## src/design/tlvs_pkg.sv

```systemverilog
// ----------------------------------------------------------------------------
// TLV record search package
// Shared constants, parser phase and verdict codes, and the result type.
// ----------------------------------------------------------------------------
`default_nettype none

package tlvs_pkg;

    localparam int IMAGE_BYTES  = 256;
    localparam int HEADER_BYTES = 4;
    localparam int LEFT_W       = $clog2(IMAGE_BYTES);
    localparam int POS_W        = LEFT_W + 1;
    localparam int SUM_W        = POS_W + 1;

    localparam logic [2:0] PH_IDLE   = 3'd0;
    localparam logic [2:0] PH_HEADER = 3'd1;
    localparam logic [2:0] PH_SKIP   = 3'd2;
    localparam logic [2:0] PH_VALUE  = 3'd3;
    localparam logic [2:0] PH_DONE   = 3'd4;

    localparam logic [2:0] ST_BUSY      = 3'd0;
    localparam logic [2:0] ST_FOUND     = 3'd1;
    localparam logic [2:0] ST_NOT_FOUND = 3'd2;
    localparam logic [2:0] ST_TOO_LONG  = 3'd3;
    localparam logic [2:0] ST_PAST_END  = 3'd4;

    typedef struct packed {
        logic       valid;
        logic [7:0] value;
        logic       value_valid;
        logic       scan_done;
        logic [2:0] status;
    } result_t;

endpackage

`default_nettype wire

```

## src/design/tlvs_parser.sv

```systemverilog
// ----------------------------------------------------------------------------
// TLV record search parser
// Holds the scan state and turns one image byte into zero or one result.
// ----------------------------------------------------------------------------
`default_nettype none

module tlvs_parser (
    input  wire logic                aclk,
    input  wire logic                aresetn,
    input  wire logic [15:0]         search_type,
    input  wire logic                step,
    input  wire logic [7:0]          in_byte,
    input  wire logic                in_first,
    output tlvs_pkg::result_t        result
);

    logic [2:0]                    phase_reg, phase_next;
    logic [tlvs_pkg::POS_W-1:0]    pos_reg, pos_next;
    logic [23:0]                   hdr_reg, hdr_next;
    logic [tlvs_pkg::LEFT_W-1:0]   left_reg, left_next;
    logic [1:0]                    hcnt_reg, hcnt_next;

    logic [2:0]                    phase_cur;
    logic [tlvs_pkg::POS_W-1:0]    pos_cur;
    logic [23:0]                   hdr_cur;
    logic [tlvs_pkg::LEFT_W-1:0]   left_cur;
    logic [1:0]                    hcnt_cur;
    logic [31:0]                   hdr_full;
    logic [15:0]                   rec_type;
    logic [15:0]                   rec_len;
    logic [tlvs_pkg::LEFT_W-1:0]   len_short;
    logic [tlvs_pkg::SUM_W-1:0]    value_end;
    logic [tlvs_pkg::SUM_W-1:0]    next_end;
    logic [tlvs_pkg::LEFT_W-1:0]   left_dec;

    always_comb begin
        phase_cur = phase_reg;
        pos_cur   = pos_reg;
        hdr_cur   = hdr_reg;
        left_cur  = left_reg;
        hcnt_cur  = hcnt_reg;
        if (in_first) begin
            phase_cur = tlvs_pkg::PH_HEADER;
            pos_cur   = '0;
            hdr_cur   = '0;
            left_cur  = '0;
            hcnt_cur  = '0;
        end

        hdr_full  = {hdr_cur, in_byte};
        rec_type  = hdr_full[31:16];
        rec_len   = hdr_full[15:0];
        len_short = rec_len[tlvs_pkg::LEFT_W-1:0];
        value_end = tlvs_pkg::SUM_W'(pos_cur) + tlvs_pkg::SUM_W'(1)
                  + tlvs_pkg::SUM_W'(len_short);
        next_end  = value_end + tlvs_pkg::SUM_W'(tlvs_pkg::HEADER_BYTES);
        left_dec  = left_cur - tlvs_pkg::LEFT_W'(1);

        phase_next = phase_cur;
        pos_next   = pos_cur;
        hdr_next   = hdr_cur;
        left_next  = left_cur;
        hcnt_next  = hcnt_cur;
        result     = '0;

        if (in_first && (tlvs_pkg::IMAGE_BYTES < tlvs_pkg::HEADER_BYTES)) begin
            phase_next       = tlvs_pkg::PH_DONE;
            result.valid     = 1'b1;
            result.scan_done = 1'b1;
            result.status    = tlvs_pkg::ST_NOT_FOUND;
        end else begin
            unique case (phase_cur)
                tlvs_pkg::PH_HEADER: begin
                    hdr_next = hdr_full[23:0];
                    pos_next = pos_cur + tlvs_pkg::POS_W'(1);
                    if (hcnt_cur != 2'd3) begin
                        hcnt_next = hcnt_cur + 2'd1;
                    end else begin
                        hcnt_next = '0;
                        if (rec_len > 16'(tlvs_pkg::IMAGE_BYTES - 1)) begin
                            phase_next       = tlvs_pkg::PH_DONE;
                            result.valid     = 1'b1;
                            result.scan_done = 1'b1;
                            result.status    = tlvs_pkg::ST_TOO_LONG;
                        end else if (rec_type == search_type) begin
                            if (value_end > tlvs_pkg::SUM_W'(tlvs_pkg::IMAGE_BYTES)) begin
                                phase_next       = tlvs_pkg::PH_DONE;
                                result.valid     = 1'b1;
                                result.scan_done = 1'b1;
                                result.status    = tlvs_pkg::ST_PAST_END;
                            end else if (len_short == '0) begin
                                phase_next       = tlvs_pkg::PH_DONE;
                                result.valid     = 1'b1;
                                result.scan_done = 1'b1;
                                result.status    = tlvs_pkg::ST_FOUND;
                            end else begin
                                left_next  = len_short;
                                phase_next = tlvs_pkg::PH_VALUE;
                            end
                        end else if (next_end > tlvs_pkg::SUM_W'(tlvs_pkg::IMAGE_BYTES)) begin
                            phase_next       = tlvs_pkg::PH_DONE;
                            result.valid     = 1'b1;
                            result.scan_done = 1'b1;
                            result.status    = tlvs_pkg::ST_NOT_FOUND;
                        end else if (len_short != '0) begin
                            left_next  = len_short;
                            phase_next = tlvs_pkg::PH_SKIP;
                        end
                    end
                end
                tlvs_pkg::PH_SKIP: begin
                    pos_next  = pos_cur + tlvs_pkg::POS_W'(1);
                    left_next = left_dec;
                    if (left_dec == '0) begin
                        phase_next = tlvs_pkg::PH_HEADER;
                    end
                end
                tlvs_pkg::PH_VALUE: begin
                    pos_next           = pos_cur + tlvs_pkg::POS_W'(1);
                    left_next          = left_dec;
                    result.valid       = 1'b1;
                    result.value       = in_byte;
                    result.value_valid = 1'b1;
                    if (left_dec == '0) begin
                        phase_next       = tlvs_pkg::PH_DONE;
                        result.scan_done = 1'b1;
                        result.status    = tlvs_pkg::ST_FOUND;
                    end
                end
                default: begin
                end
            endcase
        end
    end

    always_ff @(posedge aclk) begin
        if (!aresetn) begin
            phase_reg <= tlvs_pkg::PH_IDLE;
            pos_reg   <= '0;
            hdr_reg   <= '0;
            left_reg  <= '0;
            hcnt_reg  <= '0;
        end else if (step) begin
            phase_reg <= phase_next;
            pos_reg   <= pos_next;
            hdr_reg   <= hdr_next;
            left_reg  <= left_next;
            hcnt_reg  <= hcnt_next;
        end
    end

endmodule

`default_nettype wire

```

## src/design/tlv_record_search.sv

```systemverilog
// ----------------------------------------------------------------------------
// TLV record search
// Scans a streamed EEPROM image for the first record of a given type and
// streams out that record's value bytes, ending each scan with a verdict.
//
// The s_ channel takes one image byte per request in tdata; tuser set marks
// byte 0 of an image and restarts the scan at any time. The m_ channel gives
// one request per value byte of the matching record, with tuser bit 0 set.
// The request ending the scan (the last value byte's, or its own if none)
// has tlast set and its tuser status field holds the verdict (found, not
// found, length too large, runs past end). Bytes seen after the verdict give
// nothing until the next marked first byte. A byte is parsed from the input
// register and its result, if any, is offered from the output register the
// cycle after. While the receiver keeps up, one byte is taken every cycle,
// the registers and the parser each passing one byte per cycle; when it
// stalls, the output register holds, the parser waits and the input register
// fills, then s_tready drops. Reset clears the scan to idle, empties both
// registers and sets the search type to zero. The user must write the search
// type by cfg_wr_en only while idle; the block does not enforce it.
// ----------------------------------------------------------------------------
`default_nettype none

module tlv_record_search (
    input  wire logic        aclk,
    input  wire logic        aresetn,
    input  wire logic        cfg_wr_en,
    input  wire logic [15:0] cfg_wr_data,
    input  wire logic        s_tvalid,
    output logic             s_tready,
    input  wire logic [7:0]  s_tdata,   // [7:0] image_byte
    input  wire logic        s_tuser,   // [0] first_byte
    output logic             m_tvalid,
    input  wire logic        m_tready,
    output logic [7:0]       m_tdata,   // [7:0] value_out
    output logic [3:0]       m_tuser,   // [0] value_valid, [3:1] status
    output logic             m_tlast    // scan_done
);

    logic [15:0]       search_type_reg;
    logic              in_valid_reg;
    logic [7:0]        in_byte_reg;
    logic              in_first_reg;
    logic              out_valid_reg;
    logic [7:0]        out_value_reg;
    logic              out_vvalid_reg;
    logic              out_done_reg;
    logic [2:0]        out_status_reg;
    logic              step;
    tlvs_pkg::result_t result;

    assign step     = in_valid_reg && (!out_valid_reg || m_tready);
    assign s_tready = !in_valid_reg || step;

    always_ff @(posedge aclk) begin
        if (!aresetn) begin
            search_type_reg <= '0;
        end else if (cfg_wr_en) begin
            search_type_reg <= cfg_wr_data;
        end
    end

    always_ff @(posedge aclk) begin
        if (!aresetn) begin
            in_valid_reg <= 1'b0;
        end else if (s_tready) begin
            in_valid_reg <= s_tvalid;
        end
    end

    always_ff @(posedge aclk) begin
        if (s_tready && s_tvalid) begin
            in_byte_reg  <= s_tdata;
            in_first_reg <= s_tuser;
        end
    end

    tlvs_parser u_parser (
        .aclk        (aclk),
        .aresetn     (aresetn),
        .search_type (search_type_reg),
        .step        (step),
        .in_byte     (in_byte_reg),
        .in_first    (in_first_reg),
        .result      (result)
    );

    always_ff @(posedge aclk) begin
        if (!aresetn) begin
            out_valid_reg <= 1'b0;
        end else if (step && result.valid) begin
            out_valid_reg <= 1'b1;
        end else if (m_tready) begin
            out_valid_reg <= 1'b0;
        end
    end

    always_ff @(posedge aclk) begin
        if (step && result.valid) begin
            out_value_reg  <= result.value;
            out_vvalid_reg <= result.value_valid;
            out_done_reg   <= result.scan_done;
            out_status_reg <= result.status;
        end
    end

    assign m_tvalid = out_valid_reg;
    assign m_tdata  = out_value_reg;
    assign m_tuser  = {out_status_reg, out_vvalid_reg};
    assign m_tlast  = out_done_reg;

endmodule

`default_nettype wire
```

## config.mk

```make
export PLATFORM = sky130hd
export DESIGN_NAME = tlv_record_search
export DESIGN_NICKNAME = d
export VERILOG_FILES = /design/src/design/tlvs_pkg.sv /design/src/design/tlvs_parser.sv /design/src/design/tlv_record_search.sv
export SDC_FILE = /design/constraint.sdc
export NUM_CORES = 1
export LEC_CHECK = 0
export ABC_AREA = 1
export BUFFER_PORTS_ARGS = -buffer_cell sky130_fd_sc_hd__buf_2
export CAP_MARGIN = 20
export CORE_MARGIN = 1.5
export CORE_UTILIZATION = 35
export DETAILED_ROUTE_END_ITERATION = 8
export PLACE_DENSITY = 0.6
export SLEW_MARGIN = 0
export SYNTH_ARGS = -nofsm -noshare
export SYNTH_HDL_FRONTEND = slang
export SYNTH_SLANG_ARGS = --single-unit
```

## constraint.sdc

```tcl
create_clock -name aclk -period 11.2 [get_ports aclk]
set_clock_uncertainty 0.2 [all_clocks]
set_input_delay 0.56 -clock aclk [delete_from_list [all_inputs] [get_ports aclk]]
set_output_delay 0.56 -clock aclk [all_outputs]
set_load 0.05 [all_outputs]
```

==> results of run 1 <==
[critical path: stages, from the launching register on]
cell	delay, ns
edfxtp_1	0.66
inv_2	0.67
nand2_1	0.25
ha_1	0.25
inv_1	0.09
ha_1	0.15
inv_1	0.05
nand2_1	0.08
nand2_1	0.07
nand2_1	0.10
nand3_1	0.13
or2_1	0.26
nand3_1	0.08
nand2_1	0.12
nand3_2	0.15
nand2_4	0.10
nand2_1	0.07
nand2_1	0.08
nand3_1	0.08
nand2_1	0.07
inv_1	0.37
[synthesized netlist by cell type, drive strengths merged]
master / instances / area share
a211oi: 2 / 0.0029
a21boi: 1 / 0.0015
a21oi: 43 / 0.043
a221oi: 1 / 0.0017
a22oi: 1 / 0.0015
buf: 9 / 0.011
clkbuf: 21 / 0.015
clkinv: 3 / 0.0022
dfxtp: 64 / 0.25
edfxtp: 22 / 0.13
ha: 8 / 0.019
inv: 112 / 0.082
nand2: 154 / 0.12
nand3: 56 / 0.058
nand3b: 1 / 0.0015
nand4: 9 / 0.011
nor2: 98 / 0.076
nor3: 16 / 0.018
nor3b: 1 / 0.0024
nor4: 3 / 0.0036
o211ai: 11 / 0.016
o21ai: 63 / 0.063
o21bai: 2 / 0.0029
o221ai: 18 / 0.031
o22ai: 1 / 0.0012
o41ai: 1 / 0.0017
or2: 1 / 0.0012
xnor2: 9 / 0.015
xor2: 12 / 0.020
[power by group through the flow]
stage / registers (mW) / clock network [mW] / logic [mW]
after floorplan: 0.345 / 0 / 0.0809
after global placement: 0.349 / 0 / 0.104
after detailed placement: 0.349 / 0 / 0.105
after CTS: 0.342 / 0.299 / 0.105
after global routing: 0.344 / 0.309 / 0.120
final: 0.342 / 0.290 / 0.105
[final cells by class]
type | instances | share of cell area
repair buffers | 47 | 0.0421
inverters | 115 | 0.0748
flip-flops and latches | 86 | 0.337
multi-input cells | 512 | 0.458
clock buffers | 9 | 0.0390
clock inverters | 7 | 0.00954
well taps | 184 | 0.0399
[worst paths after layout]
path                                      startpoint  slack (ns)                   end  cells past startpoint
worst max register to register          in_first_reg        6.79            m_tdata[5]                     20
worst min register to register  u_parser.hcnt_reg[1]        0.27  u_parser.hcnt_reg[1]                      2
worst max-delay path                    in_first_reg        6.79            m_tdata[5]                     20
worst min-delay path                      s_tdata[3]        0.18        in_byte_reg[3]                      1
[cells by family (layout without fill, tap and decap cells)]
group                      after synthesis  after routing  share of synthesized area
AOI/OAI and AO/OA                      144            144                      0.167
adders and majority gates                8              8                     0.0194
and+or+nand+nor                        339            339                      0.291
xor gates and xnor gates                21             21                     0.0357
DFF                                     86             86                      0.377
buffers and inverters                  145            178                      0.110
[routing by layer]
metal / routed length, µm / part of all wire / up-vias
met4: 213 / 0.016 / 0
met5: 0 / 0 / -
met3: 803 / 0.062 / 16
met1: 6340 / 0.49 / 2149
li1: - / - / 2504
met2: 5680 / 0.44 / 152
[through the flow]
stage                util  setup WS [ns]  hold WS [ns]
floorplan               -           7.69         0.241
global placement    0.379           6.91         0.258
detailed placement  0.379           6.80         0.256
CTS                 0.398           6.79         0.169
global route        0.398           6.38         0.174
finish              0.398           6.79         0.182
==> results by group, run 1 <==
Outcome
  • Status: finished clean

Cells and area
  • Most common cell after layout, fill and taps aside: nand2_1
  • Area Growth Syn to Fin: 11.9%
  • Proportion of layout cells with a drive suffix above 1: 0.126
  • Design area: 5770 µm²
  • Post-route insts no fill: 960
  • Most frequent cells in the layout: nand2_1, inv_1, nor2_1
  • Multi-input combinational cell area: 2640 µm²
  • Antenna diode count: 0
  • Sequential Area: 1940 µm²
  • Filler Cell Count: 1,557
  • Fin nets: 809
  • Max reg flops: 24

Yosys
  • Synthesis warning total: 0
  • Distinct cells, synth: 42
  • Yosys reg bits: 86
  • Syn Inst Count: 743
  • Mapped Nets: 781
  • Syn Std Cell Area: 5150 µm²
  • Sequential area share after synthesis: 0.377
  • Syn_area_per_cell: 6.94 µm²

Route
  • Via count: 4,821
  • Drt via density: 5.02
  • Post-Route WL: 13.0 mm
  • Detailed Routing Iterations Pass 1: 5
  • Post-route ant nets: 0
  • Per-cell routed wire length: 13.6 µm
  • Initial DRC Count: 418
  • # DRC: 0

Setup path
  • CP arrival: 4.21 ns
  • Type of origin of the critical path: flip-flop
  • Critical Path Sink Type: flip-flop
  • Crit path kind: flip-flop to flip-flop
  • Critical Path RT: 11.00 ns
  • Critical-path maximum fanout: 40

Timing
  • Final period utilization: 0.394
  • Hold Violations, Final: 0
  • Final setup fails: 0
  • Count of final max-slew check failures: 0
  • FMAX: 227 MHz
  • Setup TNS: 0 ns
  • Slew headroom: 0.430
  • Min Tclk post-route: 4.41 ns
  • Worst slew pin tran: 0.847 ns
  • RSZ-0062 raised after global routing: false

Place
  • Post-DP HPWL: 9.19 mm
  • Post-placement cell count: 944
  • Placer congestion estimate: 0.878
  • Buffers added on ports: 44
  • Cell Area, Placed: 5490 µm²

Global routing
  • Initial antenna violation count: 0
  • M2 GR Usage: 0.264
  • Most crowded layer after global routing: met2
  • First-pass GRT wire length: 21.4 mm
  • Vias in the first global route: 4,341
  • GR Util met3: 0.0335
  • All-Layer GR Usage: 0.171
  • Largest net degree at the start of global routing: 57
  • M1 GR Usage: 0.238
  • GRT overflow: 0

Worst hold path
  • Min-Delay Path Class: input pin to flip-flop

Power
  • Sequential power share: 0.464
  • Sw frac: 0.294
  • Sw power: 216 µW
  • Int Power: 520 µW
  • Power, Total: 736 µW
  • Logic pwr share: 0.142
  • Peak supply drop: 0.105 mV
  • Leakage: 2.66 nW
  • Clk pwr share: 0.393
  • Pwr/cell area: 128 nW/µm²

Floorplanning
  • IO Pins: 45
  • Cell Rows: 44
  • Die Wd: 124 µm
  • Die Ht: 124 µm
  • CORE AREA: 14,500 µm²
  • Initial Util: 0.356
  • Die ar.: 15,500 µm²

Clock tree
  • Clk buf depth: 2
  • Clock Latency Late Sink: 0.35 ns
  • CTS tree: built
  • H-tree depth: 3
  • Resized cells post-CTS: 0
  • Cts hold-fix bufs: 0
  • Clock buffer count from CTS: 9
  • Worst-path clk slew: 0.07 ns
  • Post-CTS Repair Setup Buffers: 0
  • # clock sinks: 86
  • Root Driver: clkbuf_16

Job
  • Max-cap viol count: 0
Note: power is estimated with default switching activity, not from simulation.
==> run 2: changes to the inputs <==
- clock period: 11.2 -> 4.11 ns (I/O delays scaled with it)
==> run 2 against run 1 <==
  * Core utilization up 2.5 points
  * Die area did not move
  * Setup slack lost 6.3 ns
  * Combinational power rose to 3.0 times the previous value
  * First-iteration DRC count rose by 4.8%
  * Final cell count grew 3.2%
  * Via count rose by 1.9%
  * Clock power rose to 3.1 times the previous value
  * Sequential power rose to 2.7 times the previous value
  * Non-clock buffer count grew 32
  * Register-to-register slack got worse by 6.3 ns
  * Critical path depth unchanged
==> results by group, run 2 (synthesis gave the netlist of run 1 again) <==
Clock tree
  • Resized cells post-CTS: 0
  • Clock Latency Late Sink: 0.36 ns
  • Clk buf depth: 2
  • CTS tree: built
  • # clock sinks: 86
  • H-tree depth: 3
  • Worst-path clk slew: 0.06 ns
  • Root Driver: clkbuf_16
  • Clock buffer count from CTS: 9

Timing
  • Worst slew pin tran: 0.561 ns
  • Setup TNS: 0 ns
  • Count of final max-slew check failures: 0
  • RSZ-0062 raised after global routing: false
  • Final setup fails: 0
  • Min Tclk post-route: 3.60 ns
  • FMAX: 278 MHz
  • Final period utilization: 0.875
  • Slew headroom: 0.626
  • Hold Violations, Final: 0

Global routing
  • Initial antenna violation count: 0
  • Most crowded layer after global routing: met2
  • M1 GR Usage: 0.248
  • M2 GR Usage: 0.276
  • GR Util met3: 0.0314
  • First-pass GRT wire length: 22.6 mm
  • All-Layer GR Usage: 0.180
  • Vias in the first global route: 4,597
  • Largest net degree at the start of global routing: 57
  • GRT overflow: 0

Power
  • Pwr/cell area: 348 nW/µm²
  • Clk pwr share: 0.416
  • Sw frac: 0.270
  • Peak supply drop: 0.181 mV
  • Leakage: 2.82 nW
  • Sw power: 576 µW
  • Int Power: 1.56 mW
  • Sequential power share: 0.436
  • Logic pwr share: 0.148

Outcome
  • Status: finished clean

Cells and area
  • Post-Route Utilization: 0.423
  • Design area: 6130 µm²
  • Antenna diode count: 0
  • Max reg flops: 24
  • Most common cell after layout, fill and taps aside: nand2_1
  • Most frequent cells in the layout: nand2_1, inv_1, nor2_1
  • Fin nets: 841
  • Area Growth Syn to Fin: 18.9%
  • Proportion of layout cells with a drive suffix above 1: 0.126

Route
  • Detailed Routing Iterations Pass 1: 5
  • # DRC: 0
  • Per-cell routed wire length: 13.5 µm
  • Drt via density: 4.96
  • Post-Route WL: 13.4 mm
  • Post-route ant nets: 0
  • Via count: 4,915
  • Initial DRC Count: 438

Setup path
  • Worst r2r src: in_first_reg
  • Critical Path RT: 3.91 ns
  • Worst R2R End: out_status_reg[2]
  • Crit path kind: flip-flop to flip-flop
  • Critical-path maximum fanout: 13
  • CP arrival: 3.39 ns
  • Critical Path Sink Type: flip-flop
  • Reg2reg setup slack: 0.51 ns
  • Type of origin of the critical path: flip-flop
  • FF-to-FF path depth: 20

Worst hold path
  • Hold Crit Start: cfg_wr_en
  • Hold-critical path endpoint: search_type_reg[0]
  • WHS Path Cells: 3
  • Min-Delay Path Class: input pin to flip-flop

Place
  • Post-DP HPWL: 9.48 mm
  • Placer congestion estimate: 0.908
  • Cell Area, Placed: 5530 µm²
  • Buffers added on ports: 44

Floorplanning
  • Die Wd: 124 µm
  • IO Pins: 45
  • Die ar.: 15,500 µm²
  • Initial Util: 0.356
  • CORE AREA: 14,500 µm²
  • Die Ht: 124 µm
  • Cell Rows: 44

Job
  • Max-cap viol count: 0
run 2: layout make-up:
class | instances | area, µm²
fill | 1534 | 8350
multi-input combinational | 512 | 2640
sequential | 86 | 1940
timing repair buffer | 79 | 551
inverter | 115 | 432
clock buffer | 13 | 314
tap | 184 | 230
clock inverter | 2 | 17.5
run 2: stage by stage:
step | instances | worst slack [ns] | total power [mW] | hold WS, ns
global route | 991 | 0.199 | 2.23 | 0.109
CTS | 991 | 0.526 | 2.15 | 0.0754
floorplan | 743 | 0.601 | 1.16 | 0.104
detailed placement | 949 | 0.568 | 1.24 | 0.185
global placement | 949 | 0.689 | 1.24 | 0.182
finish | 991 | 0.514 | 2.13 | 0.0708
run 2: power groups by stage:
stage / Sequential, mW / Clock [mW] / Combinational, mW
4_1_cts: 0.929 / 0.906 / 0.315
3_3_place_gp: 0.948 / 0 / 0.295
3_5_place_dp: 0.948 / 0 / 0.294
5_1_grt: 0.934 / 0.937 / 0.358
6_report: 0.929 / 0.888 / 0.315
2_1_floorplan: 0.941 / 0 / 0.221
run 2: timing repair:
item | 4_1_cts | 5_1_grt
endpoints found under the hold margin | 27 | 0
setup buffers | 0 | 0
hold buffers | 27 | 0
run 2: worst max-delay path: stages, from the launching register on:
cell and delay, ns:
edfxtp_1 0.47, inv_2 0.20, nand2_1 0.14, ha_1 0.21
inv_1 0.09, ha_1 0.15, inv_1 0.05, nand2_1 0.07
nand2_1 0.07, nand2_1 0.10, nand3_1 0.12, or2_1 0.26
nand3_1 0.08, nand2_1 0.11, nand3_2 0.15, nand2_4 0.10
nand2_1 0.07, nand2_1 0.08, nand3_1 0.08, nand2_1 0.07
inv_1 0.38
run 2: layer usage:
layer | share of wire | vias to the layer above
li1 | - | 2563
met1 | 0.49 | 2216
met2 | 0.44 | 114
met3 | 0.050 | 22
met4 | 0.021 | 0
met5 | 0 | -
run 2: worst max-delay path by stage:
stage                  from  slack [ns]  depth (start not counted)           endpoint
2_1_floorplan  in_first_reg        0.60                         23         m_tdata[0]
3_3_place_gp   in_first_reg        0.69                         20         m_tdata[4]
3_5_place_dp   in_first_reg        0.57                         20         m_tdata[3]
4_1_cts        in_first_reg        0.53                         20  out_status_reg[2]
5_1_grt        in_first_reg        0.20                         20  out_status_reg[1]
6_report       in_first_reg        0.51                         20  out_status_reg[2]
